==> src/sv/dc_level_estimator_top_macros.svh <==
// assertion macros shared by the dc level estimator modules
// each macro expects aclk and aresetn to be visible in the using module
`ifndef DC_LEVEL_ESTIMATOR_TOP_MACROS_SVH
`define DC_LEVEL_ESTIMATOR_TOP_MACROS_SVH

// condition holds at every clock edge out of reset
`define DLE_ASSERT_ALWAYS(lbl, cond, msg) \
    lbl: assert property (@(posedge aclk) disable iff (!aresetn) (cond)) \
        else $error(msg);

// consequent holds in the same cycle as the antecedent
`define DLE_ASSERT_IMPL(lbl, ante, cons, msg) \
    lbl: assert property (@(posedge aclk) disable iff (!aresetn) (ante) |-> (cons)) \
        else $error(msg);

// consequent holds in the cycle after the antecedent
`define DLE_ASSERT_NEXT(lbl, ante, cons, msg) \
    lbl: assert property (@(posedge aclk) disable iff (!aresetn) (ante) |=> (cons)) \
        else $error(msg);

`endif

==> src/sv/dle_pkg.sv <==
// shared types and constants for the dc level estimator
// no dependencies
`timescale 1ns / 1ps

package dle_pkg;

    // field widths
    localparam int SAMPLE_W    = 16;
    localparam int CH_W        = 4;
    localparam int SUM_W       = 27;
    localparam int LEVEL_W     = 32;
    localparam int OUT_LEVEL_W = 24;
    localparam int RECIP_W     = 25;
    localparam int ALPHA_W     = 16;
    localparam int CNT_W       = 10;

    // stream and config port widths
    localparam int S_TDATA_W   = 24;
    localparam int M_TDATA_W   = 32;
    localparam int CFG_ADDR_W  = 2;
    localparam int CFG_DATA_W  = 25;

    // default channel count
    localparam int N_CHAN_DEF = 2;

    // job queue between front and back
    localparam int QUEUE_DEPTH = 4;
    localparam int QUEUE_AW    = 2;
    localparam int QUEUE_CW    = 3;

    // register reset values
    localparam logic [RECIP_W-1:0] RECIP_RESET    = 25'd34953;
    localparam logic [ALPHA_W-1:0] ALPHA_RESET    = 16'd3277;
    localparam logic [CNT_W-1:0]   RELIABLE_RESET = 10'd100;

    // saturation limits
    localparam logic signed [SUM_W:0] SUM_MAX = 28'sd67108863;
    localparam logic signed [SUM_W:0] SUM_MIN = -28'sd67108864;
    localparam logic [CNT_W-1:0]      CNT_MAX = 10'd1023;

    // register indexes
    typedef enum logic [CFG_ADDR_W-1:0] {
        CFG_RECIP    = 2'd0,
        CFG_ALPHA    = 2'd1,
        CFG_RELIABLE = 2'd2
    } cfg_idx_t;

    // one channel frame handed from front to back
    typedef struct packed {
        logic signed [SUM_W-1:0] sum;
        logic [CH_W-1:0]         ch;
        logic                    reliable;
        logic                    frame_done;
    } dle_job_t;

endpackage

==> src/sv/dle_front.sv <==
// front end: sample accumulation, frame counting and job issue
// depends on dle_pkg and the assertion macro header
`timescale 1ns / 1ps
`include "dc_level_estimator_top_macros.svh"

module dle_front #(
    parameter int N_CHAN = dle_pkg::N_CHAN_DEF
) (
    input  logic                          aclk,
    input  logic                          aresetn,
    input  logic                          s_tvalid,
    output logic                          s_tready,
    input  logic [dle_pkg::S_TDATA_W-1:0] s_tdata,
    input  logic                          s_tlast,
    input  logic                          s_tuser,
    input  logic [dle_pkg::CNT_W-1:0]     reliable_count,
    input  logic                          queue_full,
    output logic                          push,
    output dle_pkg::dle_job_t             job
);

    logic signed [dle_pkg::SUM_W-1:0]    sum_reg;
    logic signed [dle_pkg::SUM_W-1:0]    sum_next;
    logic [dle_pkg::CNT_W-1:0]           frames_reg;
    logic [dle_pkg::CNT_W-1:0]           cnt_inc;
    logic signed [dle_pkg::SAMPLE_W-1:0] sample;
    logic [dle_pkg::CH_W-1:0]            ch;
    logic signed [dle_pkg::SUM_W:0]      sum_wide;
    logic                                chan_end;
    logic                                in_range;
    logic                                accept;

    // beat unpacking
    assign sample   = $signed(s_tdata[dle_pkg::SAMPLE_W-1:0]);
    assign ch       = s_tdata[dle_pkg::SAMPLE_W +: dle_pkg::CH_W];
    assign chan_end = s_tuser | s_tlast;
    assign in_range = ({1'b0, ch} < (dle_pkg::CH_W+1)'(N_CHAN));

    assign s_tready = !queue_full;
    assign accept   = s_tvalid && s_tready;

    // saturating accumulate
    assign sum_wide = {sum_reg[dle_pkg::SUM_W-1], sum_reg}
                    + {{(dle_pkg::SUM_W+1-dle_pkg::SAMPLE_W){sample[dle_pkg::SAMPLE_W-1]}},
                       sample};

    always_comb begin
        if (sum_wide > dle_pkg::SUM_MAX) begin
            sum_next = dle_pkg::SUM_MAX[dle_pkg::SUM_W-1:0];
        end else if (sum_wide < dle_pkg::SUM_MIN) begin
            sum_next = dle_pkg::SUM_MIN[dle_pkg::SUM_W-1:0];
        end else begin
            sum_next = sum_wide[dle_pkg::SUM_W-1:0];
        end
    end

    // frame count including the current frame
    assign cnt_inc = (frames_reg == dle_pkg::CNT_MAX) ? frames_reg
                                                      : frames_reg + 1'b1;

    // job issue on a channel end with a valid channel
    assign push           = accept && chan_end && in_range;
    assign job.sum        = sum_next;
    assign job.ch         = ch;
    assign job.reliable   = (cnt_inc >= reliable_count);
    assign job.frame_done = s_tlast;

    // accumulator and frame counter
    always_ff @(posedge aclk) begin
        if (!aresetn) begin
            sum_reg    <= '0;
            frames_reg <= '0;
        end else if (accept) begin
            sum_reg <= chan_end ? '0 : sum_next;
            if (s_tlast) begin
                frames_reg <= cnt_inc;
            end
        end
    end

    `DLE_ASSERT_NEXT(a_frames_hold, accept && !s_tlast, $stable(frames_reg), "frame count moved")

endmodule

==> config.mk <==
export PLATFORM = sky130hd
export DESIGN_NAME = dle_front
export DESIGN_NICKNAME = d
export VERILOG_FILES = /design/src/sv/dle_pkg.sv /design/src/sv/dle_front.sv
export VERILOG_INCLUDE_DIRS = /design/src /design/src/sv
export SDC_FILE = /design/constraint.sdc
export NUM_CORES = 1
export LEC_CHECK = 0
export BUFFER_PORTS_ARGS = -buffer_cell sky130_fd_sc_hd__clkbuf_2
export CAP_MARGIN = 20
export CORE_AREA = 2 2 81 83
export CTS_CLUSTER_DIAMETER = 40
export CTS_CLUSTER_SIZE = 8
export DETAILED_ROUTE_END_ITERATION = 6
export DIE_AREA = 0 0 83 85
export GPL_TIMING_DRIVEN = 0
export PLACE_DENSITY = 0.85
export SETUP_SLACK_MARGIN = 0.02
export SLEW_MARGIN = 20
export SYNTH_ARGS = -nofsm -noshare
export SYNTH_HDL_FRONTEND = slang
export SYNTH_SLANG_ARGS = --single-unit
==> constraint.sdc <==
create_clock -name aclk -period 8.5 [get_ports aclk]
set_clock_uncertainty 0.2 [all_clocks]
set_input_delay 1.7 -clock aclk [delete_from_list [all_inputs] [get_ports aclk]]
set_output_delay 1.7 -clock aclk [all_outputs]
set_load 0.01 [all_outputs]
# Yosys cells after proc, flatten, opt, wreduce, memory -nomap -nowiden
# Index checks and enable logic that the tools add are counted.
# op_classes
addsub	2
n_lt_le_gt_ge	4
eq_ne	1
n_mux	4
bitwise	1
reduce_logical	5
# op_table
operator	count
two-way mux 27 bit	3
adder 27 x 16 -> 28 bit	1
> comparator 28 x 27 -> 1 bit (second input constant)	1
< comparator 28 x 27 -> 1 bit (second input constant)	1
adder 10 x 1 -> 10 bit (second input constant)	1
== test 10 bit (second input constant)	1
greater-or-equal comparator 10 bit	1
two-way mux 10 bit	1
< comparator 4 x 2 -> 1 bit (second input constant)	1
logical AND 1 bit	3
AND reduction 2 bit	1
zero test 1 bit	1
bitwise OR 1 bit	1
# word_totals
ff_bits	37
inputBits	40

# Logic depth before layout (Yosys ltp)
# logic_depth
word_depth	5
mapped_depth	14

# Worst setup path before layout
# OpenSTA, ideal clock, no wires.
# synth_path
path_type	input -> output
from	input s_tdata[0] in the netlist's numbering
to	output job[14] in the netlist's numbering
t_arrival_ps	3895
setup_slack_ps	2705
cell_stages	11
path_buffers	1
path_cell_list	ha_1 inv_1 fa_1 nor2b_4 o211a_4 o211ai_4 nand3_1 a211o_1 mux2_4 clkbuf_1 o21ai_0
# synth_lines
item	line	text
start, declared	dle_front.sv:13	input logic [dle_pkg::S_TDATA_W-1:0] s_tdata,
end, declared	dle_front.sv:19	output dle_pkg::dle_job_t job

==> metrics.md <==
| Metric | Value |
|---|---|
| Synth Area in Simple Gates | `17.2%` |
| Root Driver | `clkbuf_8` |
| RePlAce Congestion | `0.922` |
| Max incr delay on CP | `360 ps` |
| Vias in the first global route | `~3400` |
| GR Overflow Total | `0` |
| Critical-path maximum fanout | `12` |
| Setup WS pre-CTS | `roughly 1900 ps` |
| DR vias | `around 3500` |
| Drt first pass iters | `5` |
| First-pass GRT wire length | `roughly 15000 um` |
| Final WS setup | `between 1500 and 2000 ps` |
| Max reg flops | `27` |
| Critical Path End Type | `output pin` |
| Gate Count Post-Synth | `457` |
| H-tree Lvls | `2` |
| Vias per cell | `~5.7` |
| Area delta synth->final | `14.6%` |
| Arrival time worst endpoint | `4750 ps` |
| DRT Wirelength | `around 8700 um` |
| GRT Util Overall | `between 20% and 30%` |
| Initial antenna violation count | `0` |
| Fin cells | `611` |
| I/O pin total | `75` |
| Compound-Gate Fraction of Synth Area | `31.3%` |
| Nets | `~610` |
| Sequential fraction of the synthesis area | `20.4%` |
| Slowest CP cell | `clkbuf_1` |
| Post-CTS setup buffers | `0` |
| CTS clk-pin slew, worst paths | `~80 ps` |
| Final setup fails | `0` |
| Leakage | `between 1.5 and 2 nW` |
| Setup TNS Final | `0 ps` |
| Tcrit/Tclk final | `78.2%` |
| Port Buffer Count | `69` |
| Max Fclk | `between 0.15 and 0.2 GHz` |
| CTS tree | `yes` |
| Critical path launch point type | `input port` |
| #FFs+latches synth | `37` |
| Clk buf depth | `2` |
| TritonCTS buffer count | `5` |
| Post-CTS resize count | `0` |
| Power after layout | `~0.43 mW` |
| Most frequent cells in the layout | `clkbuf_2, nand2_1, o21ai_0, a21oi_1, ha_1` |
| Clock sinks | `37` |
| Post-synth ARST share | `0%` |
| Cell area after synthesis | `3630 um^2` |
| Row Count | `29` |
| Min-delay worst type | `register to register` |
| Maximum VDD drop | `0.0632 mV` |
| Yosys cell types | `61` |
| Max cap viols | `0` |
| Adder-cell share of the synthesized area | `13.6%` |
| Syn Nets | `approximately 540` |
| Remaining DRCs | `0` |
| Worst path cell trace | `clkbuf_2 -> ha_1 -> clkbuf_1 -> a21oi_1 -> o21ai_1 -> nor2_1 -> a211oi_1 -> a211o_1 -> mux2i_1 -> buf_2 -> clkbuf_1 -> o21ai_0 -> clkbuf_2` |
| Clk_lat worst skew | `300 ps` |
| Initial Util | `roughly 59%` |
| Worst-Margin Slew | `slightly below 500 ps` |
| Ys flop type | `dfxtp_1` |
| Antenna Nets Post-Route | `0` |
| Unrepaired setup endpoints after global routing | `no` |
| Main combinational cell family by area after synthesis | `compound AO/OA/AOI/OAI gates` |
| Share of cells above drive strength 1 | `about 25%` |
| Largest net degree at the start of global routing | `14` |
| Routed length per instance | `approximately 14 um` |
| Setup CP Type | `input port to output pin` |
| Yosys Warn Count | `0` |
| Pwr dens | `~100 nW/um^2` |
| Number of diodes | `0` |
| Cts hold-fix bufs | `0` |
| Slew Limit Fails | `0` |
| Xor and xnor area share after synthesis | `around 8.7%` |
| Final Hold Viols | `0` |
| Tmin final | `~6600 ps` |
| Placed Cells | `603` |
| Core Box Area | `approximately 6200 um^2` |
| Status | `completed` |
| Post-synthesis mux area share | `0.999%` |
| Number of flops mapped to enable cells by yosys | `0` |
| Worst rel slew slack | `between 60% and 70%` |
| Fillers | `534` |
| Die width | `83 um` |
| DRT iter0 DRCs | `231` |
| R2R setup slack | `~5300 ps` |
| Die area | `~7000 um^2` |
| Commonest non-fill, non-tap cell in the layout | `clkbuf_2` |
| Syn_area_per_cell | `between 7 and 8 um^2` |
| Critical Path RT | `about 6600 ps` |
| Die height | `about 85 um` |
| DPL Wire Length | `roughly 6800 um` |
==> synthesized netlist by cell type, drive strengths merged (3+ instances only) <==
cell type	count	area (um^2)
a211o	3	26.3
a211oi	4	40.0
a21boi	3	22.5
a21o	8	60.1
a21oi	39	199
a31o	3	26.3
a31oi	4	25.0
and2	7	43.8
buf	17	134
clkbuf	15	56.3
dfxtp	37	741
ha	38	475
inv	25	93.8
nand2	54	205
nand2b	3	18.8
nand3	10	50.1
nand4	9	56.3
nor2	22	82.6
nor2b	7	51.3
nor3	4	25.0
o211ai	28	324
o21a	4	30.0
o21ai	43	215
o21bai	7	63.8
or2	3	18.8
xnor2	21	184
xor2	15	131
==> final timing paths <==
kind | cells past startpoint | from | end
max | 13 | s_tdata[15] | job[22]
min | 2 | sum_reg[19] | sum_reg[19]
max reg2reg | 13 | sum_reg[0] | sum_reg[8]
min reg2reg | 2 | sum_reg[19] | sum_reg[19]
==> area by class of cell <==
cell class	instances	area [um^2]	area share [%]
timing repair buffer	69	345	8.30
multi-input combinational	363	2610	62.6
buffer	32	190	4.57
tap	77	96.3	2.31
clock buffer	5	68.8	1.65
clock inverter	3	21.3	0.511
inverter	25	93.8	2.25
sequential	37	741	17.8
==> through the flow <==
step,util [%],hold slack (ps),cell area (um^2)
after global placement,65.6,244,4070
final,67.1,279,4160
after floorplan,-,229,3630
after global routing,67.1,302,4160
after detailed placement,65.6,257,4070
after CTS,67.1,280,4160
==> power breakdown <==
group	internal (mW)	switching [mW]
registers	0.177	0.00261
clock network	0.0583	0.0743
logic	0.0506	0.0725
==> layer usage <==
metal	global-route usage [%]	wire length, um	share of wire, %	vias to the layer above
met5	0	0	0	-
met3	3.50	384	4.4	16
met4	7.30	176	2.0	0
met1	33.7	4090	47	1593
li1	-	-	-	1789
met2	42.9	4090	47	88
==> worst max-delay path: cells and delay by family <==
family                     cells  cell delay, ps
buffers and inverters          5            1300
muxes                          1             220
AOI/OAI and AO/OA              5            1080
and+or+nand+nor                1              90
adders and majority gates      1             350
==> kinds of logic after synthesis <==
kind of cell	Yosys count
AO/OA/AOI/OAI	157
AND/OR/NAND/NOR	128
buffers and inverters	57
adder cells (fa/ha/maj)	39
flip-flops	37
XOR/XNOR	36
multiplexers	3
Note: power is estimated with default switching activity, not from simulation.
