`config.mk`:
```
export PLATFORM = sky130hd
export DESIGN_NAME = dle_queue
export DESIGN_NICKNAME = d
export VERILOG_FILES = /design/src/sv/dle_pkg.sv /design/src/sv/dle_queue.sv
export VERILOG_INCLUDE_DIRS = /design/src /design/src/sv
export SDC_FILE = /design/constraint.sdc
export NUM_CORES = 1
export LEC_CHECK = 0
export BUFFER_PORTS_ARGS = -buffer_cell sky130_fd_sc_hd__buf_2
export CAP_MARGIN = 0
export CORE_UTILIZATION = 40
export DETAILED_ROUTE_END_ITERATION = 8
export GPL_ROUTABILITY_DRIVEN = 1
export SKIP_LAST_GASP = 1
export SLEW_MARGIN = 20
export SYNTH_ARGS = -nofsm -noshare
export SYNTH_HDL_FRONTEND = slang
export SYNTH_SLANG_ARGS = --single-unit
```
`constraint.sdc`:
```
create_clock -name aclk -period 2.3 [get_ports aclk]
set_clock_uncertainty 0.2 [all_clocks]
set_input_delay 0.115 -clock aclk [delete_from_list [all_inputs] [get_ports aclk]]
set_output_delay 0.115 -clock aclk [all_outputs]
set_load 0.005 [all_outputs]
```
`src/sv/dc_level_estimator_top_macros.svh`:
```
// assertion macros shared by the dc level estimator modules
// each macro expects aclk and aresetn to be visible in the using module
`ifndef DC_LEVEL_ESTIMATOR_TOP_MACROS_SVH
`define DC_LEVEL_ESTIMATOR_TOP_MACROS_SVH

// condition holds at every clock edge out of reset
`define DLE_ASSERT_ALWAYS(lbl, cond, msg) \
    lbl: assert property (@(posedge aclk) disable iff (!aresetn) (cond)) \
        else $error(msg);

// consequent holds in the same cycle as the antecedent
`define DLE_ASSERT_IMPL(lbl, ante, cons, msg) \
    lbl: assert property (@(posedge aclk) disable iff (!aresetn) (ante) |-> (cons)) \
        else $error(msg);

// consequent holds in the cycle after the antecedent
`define DLE_ASSERT_NEXT(lbl, ante, cons, msg) \
    lbl: assert property (@(posedge aclk) disable iff (!aresetn) (ante) |=> (cons)) \
        else $error(msg);

`endif

```
`src/sv/dle_pkg.sv`:
```
// shared types and constants for the dc level estimator
// no dependencies
`timescale 1ns / 1ps

package dle_pkg;

    // field widths
    localparam int SAMPLE_W    = 16;
    localparam int CH_W        = 4;
    localparam int SUM_W       = 27;
    localparam int LEVEL_W     = 32;
    localparam int OUT_LEVEL_W = 24;
    localparam int RECIP_W     = 25;
    localparam int ALPHA_W     = 16;
    localparam int CNT_W       = 10;

    // stream and config port widths
    localparam int S_TDATA_W   = 24;
    localparam int M_TDATA_W   = 32;
    localparam int CFG_ADDR_W  = 2;
    localparam int CFG_DATA_W  = 25;

    // default channel count
    localparam int N_CHAN_DEF = 2;

    // job queue between front and back
    localparam int QUEUE_DEPTH = 4;
    localparam int QUEUE_AW    = 2;
    localparam int QUEUE_CW    = 3;

    // register reset values
    localparam logic [RECIP_W-1:0] RECIP_RESET    = 25'd34953;
    localparam logic [ALPHA_W-1:0] ALPHA_RESET    = 16'd3277;
    localparam logic [CNT_W-1:0]   RELIABLE_RESET = 10'd100;

    // saturation limits
    localparam logic signed [SUM_W:0] SUM_MAX = 28'sd67108863;
    localparam logic signed [SUM_W:0] SUM_MIN = -28'sd67108864;
    localparam logic [CNT_W-1:0]      CNT_MAX = 10'd1023;

    // register indexes
    typedef enum logic [CFG_ADDR_W-1:0] {
        CFG_RECIP    = 2'd0,
        CFG_ALPHA    = 2'd1,
        CFG_RELIABLE = 2'd2
    } cfg_idx_t;

    // one channel frame handed from front to back
    typedef struct packed {
        logic signed [SUM_W-1:0] sum;
        logic [CH_W-1:0]         ch;
        logic                    reliable;
        logic                    frame_done;
    } dle_job_t;

endpackage

```
`src/sv/dle_queue.sv`:
```
// short job queue decoupling the front end from the back end
// depends on dle_pkg and the assertion macro header
`timescale 1ns / 1ps
`include "dc_level_estimator_top_macros.svh"

module dle_queue (
    input  logic              aclk,
    input  logic              aresetn,
    input  logic              push,
    input  dle_pkg::dle_job_t job_in,
    input  logic              pop,
    output dle_pkg::dle_job_t job_out,
    output logic              full,
    output logic              empty
);

    dle_pkg::dle_job_t              entries_reg [dle_pkg::QUEUE_DEPTH];
    logic [dle_pkg::QUEUE_AW-1:0]   wr_ptr_reg;
    logic [dle_pkg::QUEUE_AW-1:0]   rd_ptr_reg;
    logic [dle_pkg::QUEUE_CW-1:0]   count_reg;

    assign full    = (count_reg == dle_pkg::QUEUE_CW'(dle_pkg::QUEUE_DEPTH));
    assign empty   = (count_reg == '0);
    assign job_out = entries_reg[rd_ptr_reg];

    // entry storage
    always_ff @(posedge aclk) begin
        if (push) begin
            entries_reg[wr_ptr_reg] <= job_in;
        end
    end

    // pointers and fill count
    always_ff @(posedge aclk) begin
        if (!aresetn) begin
            wr_ptr_reg <= '0;
            rd_ptr_reg <= '0;
            count_reg  <= '0;
        end else begin
            if (push) begin
                wr_ptr_reg <= wr_ptr_reg + 1'b1;
            end
            if (pop) begin
                rd_ptr_reg <= rd_ptr_reg + 1'b1;
            end
            if (push && !pop) begin
                count_reg <= count_reg + 1'b1;
            end else if (pop && !push) begin
                count_reg <= count_reg - 1'b1;
            end
        end
    end

    `DLE_ASSERT_ALWAYS(a_count_bound, count_reg <= dle_pkg::QUEUE_CW'(dle_pkg::QUEUE_DEPTH), "queue count beyond depth")
    `DLE_ASSERT_IMPL(a_no_pop_empty, pop, !empty, "job taken from empty queue")

endmodule

```
; ---- Yosys cells after proc, flatten, opt, wreduce, memory -nomap -nowiden
; Memories as Yosys holds them, arrays and structs flattened. A register that Yosys moved wholly into a read port is not among the register bits.
; Cells that the tools add are included.
[totals]
ff_bits = 7
ram_bits = 132
input_bits = 37
wordCells = 21
n_memories = 1
[memory_table]
columns = memory, words, word_bits, read_ports, rd_clocked_by_memory_dff, wr, line
row1 = entries_reg, 4, 33, 1, 1, 1, dle_queue.sv:17  ; dle_pkg::dle_job_t entries_reg [dle_pkg::QUEUE_DEPTH];
[op_classes]
addsub = 4
eq_ne = 1
muxes = 6
reduce_logical = 6
[ops]
columns = cell, n
row1 = 2-to-1 mux 3 bit, 2
row2 = "adder 2 x 1 -> 2 bit, second input constant", 2
row3 = 2-to-1 mux 2 bit, 2
row4 = "adder 3 x 1 -> 3 bit, second input constant", 1
row5 = "equality test 3 bit, second input constant", 1
row6 = logical NOT 3 bit, 1
row7 = "subtractor 3 x 1 -> 3 bit, second input constant", 1
row8 = logical AND 1 bit, 2
row9 = logical NOT 1 bit, 2
row10 = 2-to-1 mux 1 bit, 2
row11 = nonzero test 2 bit, 1

; ---- Depth between registers and ports, before layout
; Gate-level depths: netlist of run 1.
[logic_depth]
depth_word = 4
ltp_mapped = 7

; ---- Worst setup path after synthesis of run 1
; OpenSTA, ideal clock, no wires.
[synth_path]
kind = register to register
from = register wr_ptr_reg[0] (netlist bit)
to = memory entries_reg[2][0] (netlist bit), enable pin
setup_ns = 0.393
t_arrival_ns = 1.352
required_ns = 1.707
setup_slack_ns = 0.354
stages_incl_launch_ff = 4
path_buffers = 0
period_less_slack_ns = 1.946
path_cell_list = dfxtp_1 -> inv_1 -> ha_1 -> and2_1
[synth_rtl]
columns = element, line
row1 = from (decl), dle_queue.sv:18  ; logic [dle_pkg::QUEUE_AW-1:0] wr_ptr_reg;
row2 = from (signal assigned), dle_queue.sv:41  ; wr_ptr_reg <= wr_ptr_reg + 1'b1;
row3 = to (decl), dle_queue.sv:17
; Straight into the memory's write port.

==> results.cfg, run 1 <==
[cells_and_area]
layout_common_cells = 132 x edfxtp_1, 71 x buf_2, 37 x dlygate4sd3_1, 30 x mux4_2, 18 x clkbuf_16
final_common_cell = edfxtp_1
fin_area_um2 = 6820
diodes = 0
largest_reg_flops = 132
drive_above_1_share_pct = 39.7
fin_nets = 384
area_growth_syn_to_layout_pct = 29.7

[placement]
place_congestion = 0.656
dp_hpwl_um = 5180
place_area_um2 = 5820
portBuffers = 71

[power]
irDropWorstVdd_uv = 613
p_comb_share_pct = 9.0
power_frac_seq_pct = 47.2
p_switching_w = 0.00129
powerDensity_nw_per_um2 = 931
internal_power_w = 0.00505
netSwitchingFraction_pct = 20.4
p_leak_nw = 2.38
clkPwrFrac_pct = 43.8

[cts]
cts.sinks = 141
clock_tree.root_cell = clkbuf_16
h-tree-depth = 4
clk_pin_slew_ns = 0.06
clk_path_buf_depth = 2
tritoncts = built
cts_setup_buffers = 0
cts_resized = 0
clock_latency_ns = 0.41
cts_buffers = 17

[min_path]
hold_depth = 2
holdCritPathClass = input pin to register

[logic_synthesis]
ys_seq_area_share_pct = 78.9
ys_types = 22
syn-cell-area_um2 = 5250
ys_seq_elements = 141
synth.avg_cell_area_um2 = 24.3
synthCells = 216
syn_nets = 259
synth_warnings = 0

[floorplan]
die-height_um = 117
core_area_um2 = 12700
rows = 41
initial_core_util_pct = 41.3
io_pins = 72
dieArea_um2 = 13600
die_w_um = 117

[grt]
antenna_found_initial = 0
grt_use_total_pct = 15.3
grt_pass1_vias = 2693
grt_pass1_wl_um = 14400
grt_max_degree = 34
grt-ovfl-total = 0

[detailed_routing]
drt-pass1-iter-count = 4
vias = 2528
wl_um = 9270
drcViolationCount = 0
drtIter0Drc = 187
via_per_inst = 4.82
wl_per_cell_um = 17.7
ant_nets = 0

[worst_setup_path]
slowest_stage = mux4_1
cp_top_family = multiplexers
critPathKind = register to output port
worst-path-buf-inv = 2
reg2reg_depth = 3
cp-end-kind = output port
slowest_delay_ns = 0.61
cp.required_ns = 1.99
crit_chain = buf_12 -> mux4_1 -> buf_2
worstPathMaxFanout = 15
start_kind = register
critical_path_depth = 3
arrival_ns = 1.85

[sta]
fmax_mhz = 463
fin_tns_setup_ns = 0
period_minus_slack_ns = 2.16
tightest_slew_ns = 0.950
drv_slew = 0
fin_crit_sh_pct = 94.0
setup_viol = 0
hold_viol = 0
grt_setup_unrepaired = false
slew_headroom_pct = 36.7

[flow_run]
cap_viol_max_count = 0

[run_status]
outcome = finished, final reports clean
==> cell usage after synthesis, drive strengths merged <==
cell type  number  area [um2]
or3             1        6.26
fa              1        20.0
buf             7        86.3
a21boi          1        7.51
clkbuf          1        3.75
nor2b           2        12.5
nand2           1        3.75
inv             4        15.0
xor2            3        26.3
mux4           33         754
o21ai           1        5.00
ha              5        62.6
mux2i           2        20.0
dfxtp           9         180
edfxtp        132        3960
nor3b           1        7.51
xnor2           2        17.5
nor3            1        5.00
and2            9        56.3
==> cell type report <==
| type | instances | area (um2) |
|---|---|---|
| fill | 1028 | 5910 |
| sequential | 141 | 4150 |
| multi-input combinational | 63 | 1010 |
| timing repair buffer | 114 | 826 |
| clock buffer | 18 | 429 |
| tap | 172 | 215 |
| clock inverter | 13 | 174 |
| inverter | 4 | 15.0 |
==> per-layer routing <==
| metal | global-route usage, % | wire length, um |
|---|---|---|
| met2 | 24.6 | 4530 |
| met3 | 6.02 | 531 |
| met4 | 6.58 | 146 |
| met5 | 0 | 0 |
| met1 | 18.3 | 4070 |
==> power groups by stage <==
stage                     registers [W]  clock network (W)  logic, W
after floorplan                 0.00303                  0  0.000325
final                           0.00299            0.00278  0.000571
after global routing            0.00301            0.00297  0.000636
after detailed placement        0.00305                  0  0.000524
after CTS                       0.00300            0.00285  0.000579
after global placement          0.00304                  0  0.000518
==> worst paths after layout <==
| check | startpoint | to | slack (ns) |
|---|---|---|---|
| hold / removal | job_in[28] | entries_reg[1][28]$_DFFE_PP_ | 0.25 |
| hold reg to reg | count_reg[2]$_SDFFE_PN0P_ | count_reg[2]$_SDFFE_PN0P_ | 0.34 |
| setup / recovery | register | job_out[29] | 0.14 |
| setup reg to reg | wr_ptr_reg[0]$_SDFFE_PN0P_ | entries_reg[0][10]$_DFFE_PP_ | 0.36 |
==> logic make-up (layout without fill, tap and decap cells) <==
group                    after synthesis  in the layout  share of synthesized area [%]
flip-flops                           141            141                           78.9
multiplexers                          35             35                           14.7
AND/OR/NAND/NOR                       15             15                           1.74
buffers and inverters                 12            149                           2.00
adder cells (fa/ha/maj)                6              6                           1.57
XOR/XNOR                               5              5                          0.834
AO/OA/AOI/OAI                          2              2                          0.238
==> metrics by stage <==
stage / power, W / util [%] / hold slack, ns / cells / setup slack [ns]
floorplan: 0.00335 / - / 0.0139 / 216 / 0.354
global placement: 0.00356 / 45.7 / 0.128 / 456 / 0.353
detailed placement: 0.00357 / 45.7 / 0.132 / 456 / 0.318
CTS: 0.00642 / 53.4 / 0.230 / 524 / 0.0339
global route: 0.00661 / 53.6 / 0.239 / 525 / 0.0444
finish: 0.00635 / 53.6 / 0.250 / 525 / 0.138
==> worst reg2reg max path: cells and delay by family (launching register included) <==
family                   cells  cell delay [ns]
AND/OR/NAND/NOR              1             0.77
flip-flops                   1             0.34
adder cells (fa/ha/maj)      1             0.14
buffers and inverters        1             0.10
==> what timing repair did <==
| action | in CTS | in global routing |
|---|---|---|
| hold buffers | 37 | 0 |
| endpoints found under the hold margin | 141 | 0 |
| setup endpoints to repair | 0 | 1 |
No activity file was read; power rests on OpenSTA's default activity.
==> inputs of run 2 (changes only) <==
- RECOVER_POWER: unset -> 25
- SETUP_SLACK_MARGIN: unset -> 0.4
==> results.cfg, run 2 (same netlist as run 1, synthesis figures left out) <==
[grt]
grt_pass1_wl_um = 14400
grt_pass1_vias = 2656
met1_usage_pct = 19.2
grt.met2_usage_pct = 24.0
grtUsageMet3_pct = 5.19
antenna_found_initial = 0
grt_max_degree = 34
grt-ovfl-total = 0
grt_use_total_pct = 15.1
top_usage_layer = met2

[detailed_routing]
drcViolationCount = 0
wl_per_cell_um = 17.5
vias = 2486
drtIter0Drc = 123
via_per_inst = 4.74
wl_um = 9200
ant_nets = 0
drt-pass1-iter-count = 4

[cells_and_area]
nFillCells = 1060
drive_above_1_share_pct = 34.6
final_util_pct = 53.1
final_common_cell = edfxtp_1
layout_common_cells = 132 x edfxtp_1, 49 x buf_2, 36 x dlygate4sd3_1, 30 x mux4_2, 23 x clkbuf_1
largest_reg_flops = 132
fin_nets = 384
diodes = 0
area_growth_syn_to_layout_pct = 28.7

[power]
internal_power_w = 0.00484
p_leak_nw = 2.31
irDropWorstVdd_uv = 464
clkPwrFrac_pct = 41.5
powerDensity_nw_per_um2 = 905
p_total_w = 0.00612
p_comb_share_pct = 9.5
netSwitchingFraction_pct = 20.9
power_frac_seq_pct = 49.0
p_switching_w = 0.00128

[cts]
cts_buffers = 17
clk_path_buf_depth = 2
clk_pin_slew_ns = 0.06
clock_latency_ns = 0.40
clock_tree.root_cell = clkbuf_16
tritoncts = built
cts_setup_buffers = 0
cts.sinks = 141
h-tree-depth = 4

[worst_setup_path]
arrival_ns = 1.68
cp.required_ns = 1.99
cp-end-kind = output port
rr_startpoint = count_reg[0]$_SDFFE_PN0P_
critPathKind = register to output port
reg2reg_depth = 4
worstPathMaxFanout = 12
r2r_end = count_reg[2]$_SDFFE_PN0P_
start_kind = register
r2r_setup_slack_ns = 0.58

[floorplan]
dieArea_um2 = 13600
die_w_um = 117
core_area_um2 = 12700
io_pins = 72
die-height_um = 117
rows = 41
initial_core_util_pct = 41.3

[flow_run]
cap_viol_max_count = 0

[run_status]
outcome = finished, final reports clean

[sta]
period_minus_slack_ns = 2.00
drv_slew = 0
setup_viol = 0
hold_viol = 0
tightest_slew_ns = 0.502
grt_setup_unrepaired = true
hold-worst-slack_ns = 0.119
slew_headroom_pct = 66.6
fin_crit_sh_pct = 86.8
fmax_mhz = 501
fin_tns_setup_ns = 0

[min_path]
holdPathEnd = count_reg[2]$_SDFFE_PN0P_
hold_depth = 5
holdCritPathClass = input pin to register
min_from = pop

[placement]
dp_hpwl_um = 5420
place_congestion = 0.702
portBuffers = 71
## run 2: through the flow
| step | instances | setup slack (ns) | area [um2] |
|---|---|---|---|
| CTS | 525 | 0.253 | 6790 |
| finish | 525 | 0.304 | 6760 |
| global placement | 457 | 0.391 | 5820 |
| global route | 525 | 0.234 | 6760 |
| floorplan | 216 | 0.671 | 5260 |
| detailed placement | 457 | 0.351 | 5820 |
## run 2: worst max-delay path, cell delays in order, from the launching register on
cell and delay, ns:
dfxtp_4 0.40, buf_12 0.17, mux4_1 0.56, buf_2 0.14
## run 2: timing repair
action                                  CTS  global route
endpoints found under the setup margin   99            33
gates resized for setup                   8             0
hold buffers                             36             0
gates cloned                              1             0
endpoints found under the hold margin   141             0
## run 2: layout make-up
type / instances / area [um2] / area share [%]
repair buffers: 114 / 811 / 12.0
inverters: 4 / 15.0 / 0.222
clock inverters: 13 / 126 / 1.87
multi-input cells: 63 / 1010 / 15.0
clock buffers: 18 / 429 / 6.35
flip-flops and latches: 141 / 4150 / 61.4
well taps: 172 / 215 / 3.18
## run 2: how the worst max path moves through the flow
| stage | start | end | slack [ns] | depth (start not counted) |
|---|---|---|---|---|
| detailed placement | wr_ptr_reg[0]$_SDFFE_PN0P_ | entries_reg[0][11]$_DFFE_PP_ | 0.35 | 3 |
| floorplan | count_reg[0]$_SDFFE_PN0P_ | count_reg[2]$_SDFFE_PN0P_ | 0.67 | 4 |
| global placement | wr_ptr_reg[0]$_SDFFE_PN0P_ | entries_reg[2][11]$_DFFE_PP_ | 0.39 | 3 |
| CTS | register | job_out[19] | 0.25 | 3 |
| global route | register | job_out[28] | 0.23 | 3 |
| finish | register | job_out[19] | 0.30 | 3 |
## run 2: power groups by stage
stage               sequential, W  combinational (W)  clock [W]
floorplan                 0.00302           0.000326          0
global placement          0.00304           0.000521          0
detailed placement        0.00305           0.000530          0
CTS                       0.00300           0.000598    0.00260
global route              0.00301           0.000641    0.00270
finish                    0.00300           0.000579    0.00254
## run 2: routing by layer
layer | up-vias | part of all wire, %
li1 | 1147 | -
met1 | 1274 | 44
met2 | 55 | 50
met5 | - | 0
met4 | 0 | 0.97
met3 | 10 | 4.6
